`src/hdl/tdp_pkg.sv`:
```
`default_nettype none

package tdp_pkg;

   localparam int MAX_DIGITS  = 4;
   localparam int MAX_RECORDS = 256;

   localparam int CHAR_W  = 8;
   localparam int COUNT_W = 14;
   localparam int CODE_W  = 3;
   localparam int FLAG_W  = 2;
   localparam int INDEX_W = 8;
   localparam int DIGIT_W = 3;
   localparam int REC_W   = 9;

   typedef logic [CHAR_W-1:0]  char_type;
   typedef logic [COUNT_W-1:0] count_type;
   typedef logic [CODE_W-1:0]  code_type;
   typedef logic [FLAG_W-1:0]  flag_type;
   typedef logic [INDEX_W-1:0] index_type;
   typedef logic [DIGIT_W-1:0] digit_count_type;
   typedef logic [REC_W-1:0]   rec_count_type;

   // Type codes shared by key and value.
   localparam code_type CODE_NONE = 3'd0;
   localparam code_type CODE_I    = 3'd1;
   localparam code_type CODE_U    = 3'd2;
   localparam code_type CODE_D    = 3'd3;
   localparam code_type CODE_P    = 3'd4;
   localparam code_type CODE_S    = 3'd5;
   localparam code_type CODE_A    = 3'd6;

   localparam flag_type FLAG_NONE = 2'd0;
   localparam flag_type FLAG_R    = 2'd1;
   localparam flag_type FLAG_D    = 2'd2;

   localparam char_type CH_ZERO  = 8'h30;
   localparam char_type CH_NINE  = 8'h39;
   localparam char_type CH_COLON = 8'h3A;
   localparam char_type CH_BAR   = 8'h7C;
   localparam char_type CH_UP_R  = 8'h52;
   localparam char_type CH_UP_D  = 8'h44;
   localparam char_type CH_LO_I  = 8'h69;
   localparam char_type CH_LO_U  = 8'h75;
   localparam char_type CH_LO_D  = 8'h64;
   localparam char_type CH_LO_P  = 8'h70;
   localparam char_type CH_LO_S  = 8'h73;
   localparam char_type CH_LO_A  = 8'h61;

   typedef struct packed {
      logic      record_valid;
      logic      parse_error;
      index_type record_index;
      count_type repeat_count;
      code_type  key_code;
      code_type  value_code;
      flag_type  flag_code;
      logic      string_done;
   } rsp_payload_type;

   function automatic code_type letter_code(input char_type c);
      code_type code;
      case (c)
         CH_LO_I: code = CODE_I;
         CH_LO_U: code = CODE_U;
         CH_LO_D: code = CODE_D;
         CH_LO_P: code = CODE_P;
         CH_LO_S: code = CODE_S;
         CH_LO_A: code = CODE_A;
         default: code = CODE_NONE;
      endcase
      return code;
   endfunction

endpackage

`default_nettype wire

```
`src/hdl/tdp_channels.sv`:
```
`default_nettype none

interface tdp_req_if import tdp_pkg::*; ();
   logic     valid;
   logic     ready;
   char_type char_in;
   logic     last_char;

   modport source (output valid, output char_in, output last_char, input ready);
   modport sink   (input valid, input char_in, input last_char, output ready);
endinterface

interface tdp_rsp_if import tdp_pkg::*; ();
   logic      valid;
   logic      ready;
   logic      record_valid;
   logic      parse_error;
   index_type record_index;
   count_type repeat_count;
   code_type  key_code;
   code_type  value_code;
   flag_type  flag_code;
   logic      string_done;

   modport source (output valid, output record_valid, output parse_error,
                   output record_index, output repeat_count, output key_code,
                   output value_code, output flag_code, output string_done,
                   input ready);
   modport sink   (input valid, input record_valid, input parse_error,
                   input record_index, input repeat_count, input key_code,
                   input value_code, input flag_code, input string_done,
                   output ready);
endinterface

interface tdp_csr_if import tdp_pkg::*; ();
   logic valid;
   logic ready;
   logic key_value_mode;

   modport source (output valid, output key_value_mode, input ready);
   modport sink   (input valid, input key_value_mode, output ready);
endinterface

`default_nettype wire

```
`src/hdl/type_descriptor_parser.sv`:
```
// A result beat is registered and appears in the cycle after its input beat is accepted.
// One character per cycle unless a result beat is stalled; the parse state
// updates in one pass and the result register frees itself whenever its beat is taken.
// Reset (synchronous, active high) clears the parse state and the result
// valid, and sets key_value_mode to 1.
`default_nettype none

module type_descriptor_parser import tdp_pkg::*; (
   input  wire           clock,
   input  wire           reset,
   tdp_req_if.sink       req_chan,
   tdp_rsp_if.source     rsp_chan,
   tdp_csr_if.sink       csr_chan
);

   logic            kv_mode_ff;
   code_type        key_ff, key_in;
   code_type        value_ff, value_in;
   flag_type        flag_ff, flag_in;
   count_type       count_ff, count_in;
   digit_count_type digits_ff, digits_in;
   logic            colon_ff, colon_in;
   logic            error_ff, error_in;
   rec_count_type   records_ff, records_in;
   logic            rsp_valid_ff;
   rsp_payload_type rsp_ff, rsp_in;

   logic            accept;
   char_type        c;
   code_type        lc;
   logic            is_digit;
   char_type        digit_diff;
   logic            err;

   assign csr_chan.ready = 1'b1;
   assign req_chan.ready = !rsp_valid_ff || rsp_chan.ready;
   assign accept         = req_chan.valid && req_chan.ready;

   assign c          = req_chan.char_in;
   assign lc         = letter_code(c);
   assign is_digit   = (c >= CH_ZERO) && (c <= CH_NINE);
   assign digit_diff = c - CH_ZERO;

   always_comb begin
      key_in     = key_ff;
      value_in   = value_ff;
      flag_in    = flag_ff;
      count_in   = count_ff;
      digits_in  = digits_ff;
      colon_in   = colon_ff;
      records_in = records_ff;
      err        = 1'b0;
      rsp_in     = '0;
      rsp_in.string_done = req_chan.last_char;

      if (!error_ff) begin
         if (is_digit) begin
            if (key_ff != CODE_NONE || (kv_mode_ff && colon_ff) ||
                digits_ff >= DIGIT_W'(MAX_DIGITS)) begin
               err = 1'b1;
            end else begin
               count_in  = COUNT_W'(count_ff * COUNT_W'(10)) + COUNT_W'(digit_diff[3:0]);
               digits_in = digits_ff + DIGIT_W'(1);
            end
         end else if (lc != CODE_NONE) begin
            if (key_ff == CODE_NONE) begin
               if (lc == CODE_A) begin
                  err = 1'b1;
               end else begin
                  key_in = lc;
               end
            end else if (kv_mode_ff && value_ff == CODE_NONE) begin
               value_in = lc;
            end else begin
               err = 1'b1;
            end
         end else if (kv_mode_ff && c == CH_COLON) begin
            if (key_ff == CODE_NONE || value_ff == CODE_NONE || colon_ff) begin
               err = 1'b1;
            end else begin
               colon_in = 1'b1;
            end
         end else if (kv_mode_ff && (c == CH_UP_R || c == CH_UP_D)) begin
            if (!colon_ff || flag_ff != FLAG_NONE) begin
               err = 1'b1;
            end else begin
               flag_in = (c == CH_UP_R) ? FLAG_R : FLAG_D;
            end
         end else if (c == CH_BAR) begin
            if (key_ff == CODE_NONE ||
                (kv_mode_ff && (value_ff == CODE_NONE ||
                                (colon_ff && flag_ff == FLAG_NONE))) ||
                records_ff >= REC_W'(MAX_RECORDS)) begin
               err = 1'b1;
            end else begin
               rsp_in.record_valid = 1'b1;
               rsp_in.record_index = records_ff[INDEX_W-1:0];
               rsp_in.repeat_count = (digits_ff != '0) ? count_ff : COUNT_W'(1);
               rsp_in.key_code     = key_ff;
               rsp_in.value_code   = kv_mode_ff ? value_ff : CODE_NONE;
               rsp_in.flag_code    = !kv_mode_ff ? FLAG_NONE :
                                     (flag_ff != FLAG_NONE) ? flag_ff : FLAG_D;
               records_in = records_ff + REC_W'(1);
               key_in     = CODE_NONE;
               value_in   = CODE_NONE;
               flag_in    = FLAG_NONE;
               count_in   = '0;
               digits_in  = '0;
               colon_in   = 1'b0;
            end
         end else begin
            err = 1'b1;
         end
      end

      rsp_in.parse_error = err;
      error_in = error_ff || err;

      // The final character is reported as usual and then the whole string state drops.
      if (req_chan.last_char) begin
         key_in     = CODE_NONE;
         value_in   = CODE_NONE;
         flag_in    = FLAG_NONE;
         count_in   = '0;
         digits_in  = '0;
         colon_in   = 1'b0;
         error_in   = 1'b0;
         records_in = '0;
      end
   end

   always_ff @(posedge clock) begin
      if (reset) begin
         kv_mode_ff   <= 1'b1;
         key_ff       <= CODE_NONE;
         value_ff     <= CODE_NONE;
         flag_ff      <= FLAG_NONE;
         count_ff     <= '0;
         digits_ff    <= '0;
         colon_ff     <= 1'b0;
         error_ff     <= 1'b0;
         records_ff   <= '0;
         rsp_valid_ff <= 1'b0;
      end else begin
         if (csr_chan.valid) begin
            kv_mode_ff <= csr_chan.key_value_mode;
         end
         if (accept) begin
            key_ff       <= key_in;
            value_ff     <= value_in;
            flag_ff      <= flag_in;
            count_ff     <= count_in;
            digits_ff    <= digits_in;
            colon_ff     <= colon_in;
            error_ff     <= error_in;
            records_ff   <= records_in;
            rsp_valid_ff <= 1'b1;
         end else if (rsp_chan.ready) begin
            rsp_valid_ff <= 1'b0;
         end
      end
   end

   always_ff @(posedge clock) begin
      if (accept) begin
         rsp_ff <= rsp_in;
      end
   end

   assign rsp_chan.valid        = rsp_valid_ff;
   assign rsp_chan.record_valid = rsp_ff.record_valid;
   assign rsp_chan.parse_error  = rsp_ff.parse_error;
   assign rsp_chan.record_index = rsp_ff.record_index;
   assign rsp_chan.repeat_count = rsp_ff.repeat_count;
   assign rsp_chan.key_code     = rsp_ff.key_code;
   assign rsp_chan.value_code   = rsp_ff.value_code;
   assign rsp_chan.flag_code    = rsp_ff.flag_code;
   assign rsp_chan.string_done  = rsp_ff.string_done;

endmodule

`default_nettype wire

```
`src/flat_wrapper.sv`:
```
// flat-port wrapper written by rule: the top's interface ports become plain ports
module type_descriptor_parser_flat import tdp_pkg::*;
  (clock, reset, req_chan_valid, req_chan_char_in, req_chan_last_char, req_chan_ready, rsp_chan_valid, rsp_chan_record_valid, rsp_chan_parse_error, rsp_chan_record_index, rsp_chan_repeat_count, rsp_chan_key_code, rsp_chan_value_code, rsp_chan_flag_code, rsp_chan_string_done, rsp_chan_ready, csr_chan_valid, csr_chan_key_value_mode, csr_chan_ready);
  tdp_req_if req_chan_i ();
  tdp_rsp_if rsp_chan_i ();
  tdp_csr_if csr_chan_i ();
  input  wire clock;
  input  wire reset;
  input wire logic [$bits(req_chan_i.valid)-1:0] req_chan_valid;
  input wire logic [$bits(req_chan_i.char_in)-1:0] req_chan_char_in;
  input wire logic [$bits(req_chan_i.last_char)-1:0] req_chan_last_char;
  output wire logic [$bits(req_chan_i.ready)-1:0] req_chan_ready;
  output wire logic [$bits(rsp_chan_i.valid)-1:0] rsp_chan_valid;
  output wire logic [$bits(rsp_chan_i.record_valid)-1:0] rsp_chan_record_valid;
  output wire logic [$bits(rsp_chan_i.parse_error)-1:0] rsp_chan_parse_error;
  output wire logic [$bits(rsp_chan_i.record_index)-1:0] rsp_chan_record_index;
  output wire logic [$bits(rsp_chan_i.repeat_count)-1:0] rsp_chan_repeat_count;
  output wire logic [$bits(rsp_chan_i.key_code)-1:0] rsp_chan_key_code;
  output wire logic [$bits(rsp_chan_i.value_code)-1:0] rsp_chan_value_code;
  output wire logic [$bits(rsp_chan_i.flag_code)-1:0] rsp_chan_flag_code;
  output wire logic [$bits(rsp_chan_i.string_done)-1:0] rsp_chan_string_done;
  input wire logic [$bits(rsp_chan_i.ready)-1:0] rsp_chan_ready;
  input wire logic [$bits(csr_chan_i.valid)-1:0] csr_chan_valid;
  input wire logic [$bits(csr_chan_i.key_value_mode)-1:0] csr_chan_key_value_mode;
  output wire logic [$bits(csr_chan_i.ready)-1:0] csr_chan_ready;
  assign req_chan_i.valid = req_chan_valid;
  assign req_chan_i.char_in = req_chan_char_in;
  assign req_chan_i.last_char = req_chan_last_char;
  assign req_chan_ready = req_chan_i.ready;
  assign rsp_chan_valid = rsp_chan_i.valid;
  assign rsp_chan_record_valid = rsp_chan_i.record_valid;
  assign rsp_chan_parse_error = rsp_chan_i.parse_error;
  assign rsp_chan_record_index = rsp_chan_i.record_index;
  assign rsp_chan_repeat_count = rsp_chan_i.repeat_count;
  assign rsp_chan_key_code = rsp_chan_i.key_code;
  assign rsp_chan_value_code = rsp_chan_i.value_code;
  assign rsp_chan_flag_code = rsp_chan_i.flag_code;
  assign rsp_chan_string_done = rsp_chan_i.string_done;
  assign rsp_chan_i.ready = rsp_chan_ready;
  assign csr_chan_i.valid = csr_chan_valid;
  assign csr_chan_i.key_value_mode = csr_chan_key_value_mode;
  assign csr_chan_ready = csr_chan_i.ready;
  type_descriptor_parser u_core (.clock(clock), .reset(reset), .req_chan(req_chan_i), .rsp_chan(rsp_chan_i), .csr_chan(csr_chan_i));
endmodule
```
`config.mk`:
```
export PLATFORM = sky130hd
export DESIGN_NAME = type_descriptor_parser_flat
export DESIGN_NICKNAME = d
export VERILOG_FILES = /design/src/hdl/tdp_pkg.sv /design/src/hdl/tdp_channels.sv /design/src/hdl/type_descriptor_parser.sv /design/src/flat_wrapper.sv
export SDC_FILE = /design/constraint.sdc
export NUM_CORES = 1
export LEC_CHECK = 0
export BUFFER_PORTS_ARGS = -buffer_cell sky130_fd_sc_hd__buf_2
export CAP_MARGIN = 25
export CORE_UTILIZATION = 35
export CTS_CLUSTER_SIZE = 10
export DETAILED_ROUTE_END_ITERATION = 8
export PLACE_DENSITY = 0.62
export SETUP_SLACK_MARGIN = 0.02
export SLEW_MARGIN = 20
export SYNTH_ARGS = -nofsm -noshare
export SYNTH_HDL_FRONTEND = slang
export SYNTH_SLANG_ARGS = --single-unit
```
`constraint.sdc`:
```
create_clock -name clock -period 6.45 [get_ports clock]
set_clock_uncertainty 0.15 [all_clocks]
set_input_delay 1.29 -clock clock [delete_from_list [all_inputs] [get_ports clock]]
set_output_delay 1.29 -clock clock [all_outputs]
set_load 0.01 [all_outputs]
```
==> metrics.cfg <==
[worst_setup_path]
cp_max_fo=15
ff2ff_setup_slack_ns=3.16
critPathKind=in2reg
r2r-start=u_core.count_ff[1]
cp-end-kind=register
cp-start-kind=input port
rr_endpoint=u_core.count_ff[12]
rr_worst_depth=10
critPathRequiredTime_ns=6.59
critPathArrivalTime_ns=3.57

[floorplanning]
die_h_um=107
fp.dieW_um=107
top_level_ports=51
dieArea_sq_mm=0.0114
core_sq_mm=0.0105
start_util_pct=36.6
rows=37

[finish]
diodes=0
utilization_pct=42.0
synthToLayoutAreaGrowth_pct=14.7
layout_commonest_cell=buf_2
final_area_sq_mm=0.00439
drive_gt1_share_pct=17.6
final_cell_mix=buf_2, dfxtp_1, edfxtp_1
fin_nets=451

[route]
dr_total_vias=2865
drt_pass1_iterations=5
ant_nets=0
drc=0
wl_per_cell_um=14.3
drt_iter0_drc=132
vias_per_cell=5.21
wl_um=7870

[global_route]
grtUsageTotal_pct=15.1
grt_pass1_vias=2787
grt_max_degree=37
overflow=0
grt_pass1_wl_um=13300
antenna_found_initial=0

[power]
p_switching_mw=0.216
power_density_mw_per_mm2=214
combinationalPowerShare_pct=7.4
switching_share_pct=23.0
internal_power_mw=0.722
pwr-share-seq_pct=52.0
ir_drop_v=0.000115
power.share.clock_pct=40.6
p_leak_nw=1.88

[logic_synthesis]
yosysSeqAreaShare_pct=45.8
synth_warnings=0
syn-num-nets=405
synth_area_sq_mm=0.00383
synth-edff-count=33
synthCells=363
synth_area_per_cell_sq_um=10.5
ys_ff_latch=71
yosys.area.top_type_share_pct=25.9
async_reset_ff_share_pct=0
synth_top_cell_by_area=edfxtp_1
yosys.cell_types.count=61
ys.flop_type=dfxtp_1
synth.area.top_cells=edfxtp_1, dfxtp_1, ha_1, and2_1, xor2_1

[clock_tree]
htree_num_levels=3
numCtsBuffers=9
clkTransAtPathRegs_ns=0.08
ctsResizeCount=0
postCtsSetupBuffers=0
clkLatencyLatePin_ns=0.35
root_buffer=clkbuf_8
cts.sinks=71
cts_buffer_depth=2
cts_hold_buf=0
cts_tree=yes

[sta]
final_max_slew_viol_count=0
hold_ws_ns=0.325
period_share_pct=53.1
setup_viol=0
fin_setup_tns_ns=0
maxSlewHeadroom_pct=39.5
max_freq_ghz=0.292
tightest_slew_ns=0.904
rsz0062_at_grt=false
period_needed_ns=3.43
timing.final.hold_violations=0

[job]
drv_cap=0

[placed_design]
place_congestion=0.902
dpl_cell_area_sq_mm=0.00417
dp_hpwl_um=5830
numPortBuffers=49

[hold_path]
min-delay-start=u_core.count_ff[13]
hp-class=reg2reg
worstHoldPathCells=1
whs_endpoint=u_core.count_ff[13]

[run_status]
run_status=completed

==> kinds of logic (layout without fill, tap and decap cells) <==
| kind of cell | count (synthesis) | in the layout | synth area share [%] |
|---|---|---|---|
| and+or+nand+nor | 134 | 134 | 20.5 |
| AOI/OAI and AO/OA | 72 | 72 | 13.0 |
| DFF | 71 | 71 | 45.8 |
| xor gates and xnor gates | 28 | 28 | 6.77 |
| adders and majority gates | 27 | 27 | 9.22 |
| buffers and inverters | 23 | 74 | 2.81 |
| muxes | 7 | 7 | 1.86 |
| other | 1 | 1 | 0.0980 |
==> worst max-delay path by stage <==
stage / start / end / slack (ns)
floorplan: req_chan_char_in[1] / u_core.flag_ff[0] / 3.17
global placement: req_chan_char_in[4] / u_core.digits_ff[0] / 2.65
detailed placement: req_chan_char_in[7] / u_core.digits_ff[0] / 2.69
CTS: req_chan_char_in[7] / u_core.digits_ff[0] / 3.05
global route: req_chan_char_in[6] / u_core.digits_ff[0] / 2.84
finish: req_chan_char_in[0] / u_core.digits_ff[0] / 3.02
==> cell type report <==
class | instances | area (sq um)
multi-input cells | 269 | 1980
repair buffers | 50 | 250
well taps | 136 | 170
flip-flops and latches | 71 | 1750
inverters | 8 | 30.0
clock inverters | 6 | 85.1
clock buffers | 10 | 128
fillers | 1038 | 6070
==> cells in the mapped netlist (all sizes together), types with 2 or more instances <==
cell type	n
nand3b	5
nor2	22
o21ai	10
or3	2
a21o	5
nand2	18
o22ai	2
a21oi	21
a211o	2
nand3	4
and2	25
or2	2
nor4	2
nor3b	4
o21bai	2
a22o	13
or3b	2
edfxtp	33
nand2b	6
dfxtp	38
a211oi	2
mux2i	6
a41oi	4
xnor2	11
o21a	3
and3	8
ha	25
nand4	8
clkbuf	7
or4	5
nor2b	5
fa	2
nor3	11
inv	8
buf	8
xor2	16
==> layer usage <==
layer  share of wire (%)  GRT usage, %
met5                   0             0
met2                  47          24.9
met3                 4.0          3.40
met4                 1.4          5.87
met1                  47          19.1
==> registers in the layout, summed over array words and instances (netlist names) <==
name and cells:
u_core.value_ff 3, u_core.rsp_chan.value_code 3, u_core.rsp_chan.valid 1, u_core.records_ff 9, u_core.flag_ff 2, u_core.rsp_chan.key_code 3
u_core.key_ff 3, u_core.rsp_chan.record_index 8, u_core.digits_ff 3, u_core.colon_ff 1, u_core.rsp_chan.record_valid 1, u_core.rsp_chan.parse_error 1
u_core.kv_mode_ff 1, u_core.rsp_chan.flag_code 2, u_core.error_ff 1, u_core.count_ff 14, u_core.rsp_chan.string_done 1, u_core.rsp_chan.repeat_count 14
==> stage by stage <==
step	worst slack, ns	instances	power, mW
after floorplan	3.17	363	0.543
after global placement	2.65	533	0.566
after detailed placement	2.69	533	0.568
after CTS	3.05	549	0.949
after global routing	2.84	550	0.975
final	3.02	550	0.938
==> power groups by stage <==
stage	sequential [mW]	clock (mW)	combinational, mW
finish	0.488	0.381	0.0691
global route	0.489	0.409	0.0767
CTS	0.488	0.392	0.0693
detailed placement	0.499	0	0.0690
global placement	0.499	0	0.0678
floorplan	0.503	0	0.0407
==> worst max-delay path, cell delays in order <==
cell	delay, ns
buf_2	0.24
nand2b_1	0.21
nor3_2	0.08
a41oi_1	0.50
a21oi_1	0.22
nor2_1	0.73
mux2_2	0.29
(Power assumes the default switching activity.)
